--- src/bls_pkg.sv ---
// Package for the Bresenham line stepper: widths, command codes and the
// structs passed between the line state core and the top level.
// No dependencies.
package bls_pkg;

    localparam int COORD_BITS = 11;
    localparam int COLOR_BITS = 4;
    localparam int ERR_BITS   = COORD_BITS + 3;

    typedef logic [COORD_BITS-1:0]      coord_t;
    typedef logic [COLOR_BITS-1:0]      color_t;
    typedef logic signed [ERR_BITS-1:0] err_t;

    typedef enum logic {
        CMD_LOAD = 1'b0,
        CMD_STEP = 1'b1
    } cmd_t;

    // one result transaction
    typedef struct packed {
        coord_t x;
        coord_t y;
        color_t color;
        logic   last;
    } pixel_t;

    // status from the line core to the top level
    typedef struct packed {
        logic active;
        logic emit;
        logic is_last;
    } core_status_t;

endpackage

--- src/bls_line_core.sv ---
// Line state registers and the combinational Bresenham step/load logic.
// Depends on bls_pkg.
module bls_line_core (
    input  logic                  aclk,
    input  logic                  aresetn,
    input  logic                  accept,
    input  logic                  cmd,
    input  bls_pkg::coord_t       start_x,
    input  bls_pkg::coord_t       start_y,
    input  bls_pkg::coord_t       end_x_in,
    input  bls_pkg::coord_t       end_y_in,
    input  bls_pkg::color_t       draw_color,
    output bls_pkg::pixel_t       pixel,
    output bls_pkg::core_status_t status
);

    bls_pkg::coord_t cur_x_reg, cur_y_reg, stop_x_reg, stop_y_reg;
    bls_pkg::coord_t abs_dx_reg, abs_dy_reg;
    bls_pkg::err_t   error_term_reg;
    logic            step_x_neg_reg, step_y_neg_reg, x_is_major_reg, active_reg;
    bls_pkg::color_t line_color_reg;

    bls_pkg::coord_t cur_x_next, cur_y_next;
    bls_pkg::err_t   error_term_next;
    logic            active_next;

    // load-side values
    logic            ld_x_neg, ld_y_neg, ld_x_major;
    bls_pkg::coord_t ld_adx, ld_ady, ld_major, ld_minor;
    bls_pkg::err_t   ld_err;

    // step-side values
    logic            is_last, minor_moves;
    bls_pkg::coord_t st_major, st_minor, x_moved, y_moved;
    bls_pkg::err_t   err_inc;

    always_comb begin
        ld_x_neg   = end_x_in < start_x;
        ld_y_neg   = end_y_in < start_y;
        ld_adx     = ld_x_neg ? start_x - end_x_in : end_x_in - start_x;
        ld_ady     = ld_y_neg ? start_y - end_y_in : end_y_in - start_y;
        ld_x_major = ld_adx >= ld_ady;
        ld_major   = ld_x_major ? ld_adx : ld_ady;
        ld_minor   = ld_x_major ? ld_ady : ld_adx;
        ld_err     = (bls_pkg::err_t'(ld_minor) <<< 1) - bls_pkg::err_t'(ld_major);
    end

    always_comb begin
        is_last     = (cur_x_reg == stop_x_reg) && (cur_y_reg == stop_y_reg);
        st_major    = x_is_major_reg ? abs_dx_reg : abs_dy_reg;
        st_minor    = x_is_major_reg ? abs_dy_reg : abs_dx_reg;
        minor_moves = !error_term_reg[bls_pkg::ERR_BITS-1];
        if (minor_moves) begin
            err_inc = (bls_pkg::err_t'(st_minor) - bls_pkg::err_t'(st_major)) <<< 1;
        end else begin
            err_inc = bls_pkg::err_t'(st_minor) <<< 1;
        end
        x_moved = step_x_neg_reg ? cur_x_reg - 1'b1 : cur_x_reg + 1'b1;
        y_moved = step_y_neg_reg ? cur_y_reg - 1'b1 : cur_y_reg + 1'b1;

        cur_x_next      = cur_x_reg;
        cur_y_next      = cur_y_reg;
        error_term_next = error_term_reg;
        active_next     = active_reg;
        if (is_last) begin
            active_next = 1'b0;
        end else begin
            error_term_next = error_term_reg + err_inc;
            if (x_is_major_reg || minor_moves) begin
                cur_x_next = x_moved;
            end
            if (!x_is_major_reg || minor_moves) begin
                cur_y_next = y_moved;
            end
        end
    end

    always_ff @(posedge aclk) begin
        if (!aresetn) begin
            cur_x_reg      <= '0;
            cur_y_reg      <= '0;
            stop_x_reg     <= '0;
            stop_y_reg     <= '0;
            abs_dx_reg     <= '0;
            abs_dy_reg     <= '0;
            error_term_reg <= '0;
            step_x_neg_reg <= 1'b0;
            step_y_neg_reg <= 1'b0;
            x_is_major_reg <= 1'b0;
            line_color_reg <= '0;
            active_reg     <= 1'b0;
        end else if (accept) begin
            case (bls_pkg::cmd_t'(cmd))
                bls_pkg::CMD_LOAD: begin
                    cur_x_reg      <= start_x;
                    cur_y_reg      <= start_y;
                    stop_x_reg     <= end_x_in;
                    stop_y_reg     <= end_y_in;
                    abs_dx_reg     <= ld_adx;
                    abs_dy_reg     <= ld_ady;
                    error_term_reg <= ld_err;
                    step_x_neg_reg <= ld_x_neg;
                    step_y_neg_reg <= ld_y_neg;
                    x_is_major_reg <= ld_x_major;
                    line_color_reg <= draw_color;
                    active_reg     <= 1'b1;
                end
                bls_pkg::CMD_STEP: begin
                    if (active_reg) begin
                        cur_x_reg      <= cur_x_next;
                        cur_y_reg      <= cur_y_next;
                        error_term_reg <= error_term_next;
                        active_reg     <= active_next;
                    end
                end
                default: begin
                    active_reg <= active_reg;
                end
            endcase
        end
    end

    assign pixel.x        = cur_x_reg;
    assign pixel.y        = cur_y_reg;
    assign pixel.color    = line_color_reg;
    assign pixel.last     = is_last;
    assign status.active  = active_reg;
    assign status.is_last = is_last;
    assign status.emit    = accept && (bls_pkg::cmd_t'(cmd) == bls_pkg::CMD_STEP)
                            && active_reg;

endmodule

--- src/bresenham_line_stepper.sv ---
// Bresenham line stepper, all octants. A step transaction's pixel sits in the
// output register in the cycle after the transaction is accepted.
// Throughput: one transaction per clock, limited by the single add/compare
// of the error update; the input stalls only while an untaken pixel is held.
// Synchronous active-low reset clears the line state and empties the output.
// Depends on bls_pkg and bls_line_core.
module bresenham_line_stepper (
    input  logic                  aclk,
    input  logic                  aresetn,
    input  logic                  s_valid,
    output logic                  s_ready,
    input  logic                  s_cmd,
    input  bls_pkg::coord_t       s_start_x,
    input  bls_pkg::coord_t       s_start_y,
    input  bls_pkg::coord_t       s_end_x_in,
    input  bls_pkg::coord_t       s_end_y_in,
    input  bls_pkg::color_t       s_draw_color,
    output logic                  m_valid,
    input  logic                  m_ready,
    output bls_pkg::coord_t       m_pixel_x,
    output bls_pkg::coord_t       m_pixel_y,
    output bls_pkg::color_t       m_pixel_color,
    output logic                  m_last
);

    logic                  accept;
    logic                  m_valid_reg;
    bls_pkg::pixel_t       pixel;
    bls_pkg::pixel_t       out_reg;
    bls_pkg::core_status_t status;

    assign s_ready = !m_valid_reg || m_ready;
    assign accept  = s_valid && s_ready;

    bls_line_core u_core (
        .aclk       (aclk),
        .aresetn    (aresetn),
        .accept     (accept),
        .cmd        (s_cmd),
        .start_x    (s_start_x),
        .start_y    (s_start_y),
        .end_x_in   (s_end_x_in),
        .end_y_in   (s_end_y_in),
        .draw_color (s_draw_color),
        .pixel      (pixel),
        .status     (status)
    );

    always_ff @(posedge aclk) begin
        if (!aresetn) begin
            m_valid_reg <= 1'b0;
        end else if (status.emit) begin
            m_valid_reg <= 1'b1;
        end else if (m_ready) begin
            m_valid_reg <= 1'b0;
        end
    end

    // payload, no reset needed
    always_ff @(posedge aclk) begin
        if (status.emit) begin
            out_reg <= pixel;
        end
    end

    assign m_valid       = m_valid_reg;
    assign m_pixel_x     = out_reg.x;
    assign m_pixel_y     = out_reg.y;
    assign m_pixel_color = out_reg.color;
    assign m_last        = out_reg.last;

    // a load never yields a pixel
    a_load_silent: assert property (@(posedge aclk) disable iff (!aresetn)
        accept && (s_cmd == bls_pkg::CMD_LOAD) |=> !m_valid)
        else $error("pixel produced by a load transaction");

    // a step on an active line always yields a pixel
    a_step_emits: assert property (@(posedge aclk) disable iff (!aresetn)
        accept && (s_cmd == bls_pkg::CMD_STEP) && status.active |=> m_valid)
        else $error("step on active line produced no pixel");

    // the end point closes the line
    a_last_closes: assert property (@(posedge aclk) disable iff (!aresetn)
        status.emit && status.is_last |=> !status.active && m_last)
        else $error("line still active after its end point");

endmodule
--- config.mk ---
export PLATFORM = sky130hd
export DESIGN_NAME = bresenham_line_stepper
export DESIGN_NICKNAME = d
export VERILOG_FILES = /design/src/bls_pkg.sv /design/src/bls_line_core.sv /design/src/bresenham_line_stepper.sv
export SDC_FILE = /design/constraint.sdc
export NUM_CORES = 1
export LEC_CHECK = 0
export BUFFER_PORTS_ARGS = -buffer_cell sky130_fd_sc_hd__clkbuf_2
export CAP_MARGIN = 10
export CORE_MARGIN = 2
export CORE_UTILIZATION = 30
export CTS_CLUSTER_DIAMETER = 30
export DETAILED_ROUTE_END_ITERATION = 6
export HOLD_SLACK_MARGIN = 0.12
export PLACE_DENSITY = 0.57
export SETUP_SLACK_MARGIN = 0.05
export SYNTH_ARGS = -nofsm -noshare
export SYNTH_HDL_FRONTEND = slang
export SYNTH_HIERARCHICAL = 1
export SYNTH_SLANG_ARGS = --single-unit
export TNS_END_PERCENT = 30
--- constraint.sdc ---
create_clock -name aclk -period 8.5 [get_ports aclk]
set_clock_uncertainty 0.2 [all_clocks]
set_input_delay 1.7 -clock aclk [delete_from_list [all_inputs] [get_ports aclk]]
set_output_delay 1.7 -clock aclk [all_outputs]
set_load 0.02 [all_outputs]
==> key figures <==
Status
  – Status: complete, no violations

Clock tree
  – Num CTS Buffers: 17
  – Clock-pin slew on the worst setup and hold paths: 0.06 ns
  – CTS sink cnt: 115
  – Clk root buf: clkbuf_16
  – Clock buffer depth: 2
  – CTS tree: yes
  – Postcts setup bufs: 0
  – Resize count post-CTS: 0
  – Post-CTS Hold Buffers: 0
  – Clk_lat worst skew: 0.43 ns
  – H-tree levels: 4

Floorplan
  – I/O pin count: 82
  – Die W: 180.1 um
  – Core region area: 0.03059 mm^2
  – Rows: 64
  – Die Y: 180.1 um
  – Initial core utilization: 30.42%
  – Die area: 0.03244 mm^2

Critical path
  – CP max stage delay: 0.47 ns
  – Setup crit start: s_start_x[1]
  – CP max-delay cell: o41ai_1
  – Critical Path Fanout Max: 28
  – Worst setup EP type: flop
  – CP Class: in2reg
  – WP data arrival: 7.96 ns
  – Critical path launch point type: primary input
  – Worst EP required: 8.66 ns
  – Crit Reg-Reg Startpoint: u_core/x_is_major_reg
  – Most used cell, CP: a21oi_1

Synth
  – Yosys warning total: 6
  – Syn_area_per_cell: 8.374 um^2
  – Synth Net Count: 1276
  – Post-Synthesis Cell Area: 0.009304 mm^2
  – Syn Inst Count: 1111

Cells and area
  – Layout cells sized above 1: 15.36%
  – Non-filler cells, final: 1594
  – Number of flip-flops in the largest register: 13
  – Final core occ: 35.33%
  – Ant. Diodes: 0
  – Area Overhead vs Synth: 16.15%
  – Post-route cell area: 0.01081 mm^2
  – FILL cells: 3220
  – Final net count: 1350

STA
  – Worst-Margin Slew: 1.094 ns
  – RSZ-0062 raised after global routing: no
  – Final period demand of the worst path: 7.810 ns
  – Worst slew margin relative to its limit: 26.87%
  – Final Hold Viols: 0
  – Final hold slack: 0.2268 ns
  – Peak Freq: 128.0 MHz
  – Final setup vio count: 0
  – Period utilisation layout: 91.88%
  – Max Slew Vio Count: 0
  – Final WS setup: 0.6905 ns
  – Total negative setup slack: 0 ns

GRT
  – Initial antenna violation count: 0
  – GRT overflow: 0
  – Largest net degree at the start of global routing: 74
  – All-Layer GR Usage: 16.18%
  – First-pass GRT wire length: 41.82 mm
  – Vias in the first global route: 7751

Drt
  – DR vias: 8118
  – Vias per cell: 5.093
  – Pre-Repair DR Iteration Count: 5
  – WL per Instance: 16.52 um
  – Final WL: 26.33 mm
  – Residual DRC: 0
  – DRT iter0 DRCs: 520
  – Post-route ant nets: 0

Power
  – Leak: 4.871 nW
  – Pwr dens: 255.0 mW/mm^2
  – Total power: 2.756 mW
  – Worst vdd ir: 0.1642 mV

Placement
  – DP Wirelength: 19.90 mm
  – DP Cell Count: 1562
  – Placed Area: 0.01018 mm^2
  – Port bufs: 81
  – RePlAce Congestion: 0.8785
  – Pre-CTS setup slack: 0.3879 ns

Worst hold path
  – Min-delay worst type: reg2reg
  – Worst Min Path Start: u_core/line_color_reg[1]

Job
  – Max-Cap Viols: 0
[path summary, 6_finish.rpt]
kind | end | slack (ns) | depth (start not counted)
setup / recovery | u_core/error_term_reg[13] | 0.69 | 30
hold / removal | m_pixel_color[1] | 0.23 | 0
setup reg to reg | u_core/error_term_reg[11] | 3.22 | 20
hold reg to reg | m_pixel_color[1] | 0.23 | 0
[placed cells by master, fill, tap and decap left out, types with 5 or more instances in the layout]
| master | instances |
|---|---|
| nand4_1 | 5 |
| o21ai_1 | 6 |
| nand2_1 | 128 |
| ha_1 | 103 |
| xnor2_1 | 42 |
| a211oi_1 | 24 |
| nor3_1 | 10 |
| nor2_1 | 68 |
| mux2_2 | 20 |
| nor2b_1 | 9 |
| o21bai_1 | 9 |
| a21o_1 | 29 |
| a31oi_1 | 5 |
| a21oi_1 | 110 |
| inv_1 | 85 |
| fa_1 | 9 |
| dfxtp_1 | 88 |
| edfxtp_1 | 27 |
| o21a_1 | 7 |
| mux2i_1 | 41 |
| xor2_1 | 35 |
| buf_4 | 22 |
| o21ai_0 | 68 |
| o211ai_1 | 19 |
| nand3_1 | 13 |
| o31ai_1 | 8 |
| clkbuf_16 | 17 |
| inv_6 | 5 |
| clkbuf_2 | 81 |
| a221oi_1 | 5 |
| nand2b_1 | 16 |
[where the power goes]
part	internal, mW	total (mW)	switching, mW
clock	0.497	0.789	0.292
sequential	0.607	0.647	0.0400
combinational	0.569	1.32	0.751
[final cells by class]
cell class | instances | area [um^2] | share of cell area [%]
Clock buffer | 19 | 432.9 | 4.006
Clock inverter | 13 | 197.7 | 1.829
Sequential cell | 115 | 2572 | 23.80
Tap cell | 396 | 495.5 | 4.585
Inverter | 88 | 330.3 | 3.057
Multi-Input combinational cell | 860 | 6207 | 57.44
Timing Repair Buffer | 103 | 570.5 | 5.280
[worst max-delay path, delay by kind of cell]
kind                       cells  cell delay, ns
AOI/OAI and AO/OA             15            3.03
xor gates and xnor gates       1            0.40
adders and majority gates      3            0.91
buffers and inverters          4            0.69
muxes                          1            0.25
and+or+nand+nor                6            0.96
[metal layers]
| layer | track usage [%] | part of all wire [%] | up-vias |
|---|---|---|---|
| met5 | 0 | 0 | - |
| met4 | 5.903 | 2.5 | 0 |
| met3 | 2.587 | 4.4 | 32 |
| met2 | 24.95 | 43 | 205 |
| met1 | 22.77 | 50 | 3822 |
| li1 | - | - | 4059 |
Note: power is estimated with default switching activity, not from simulation.
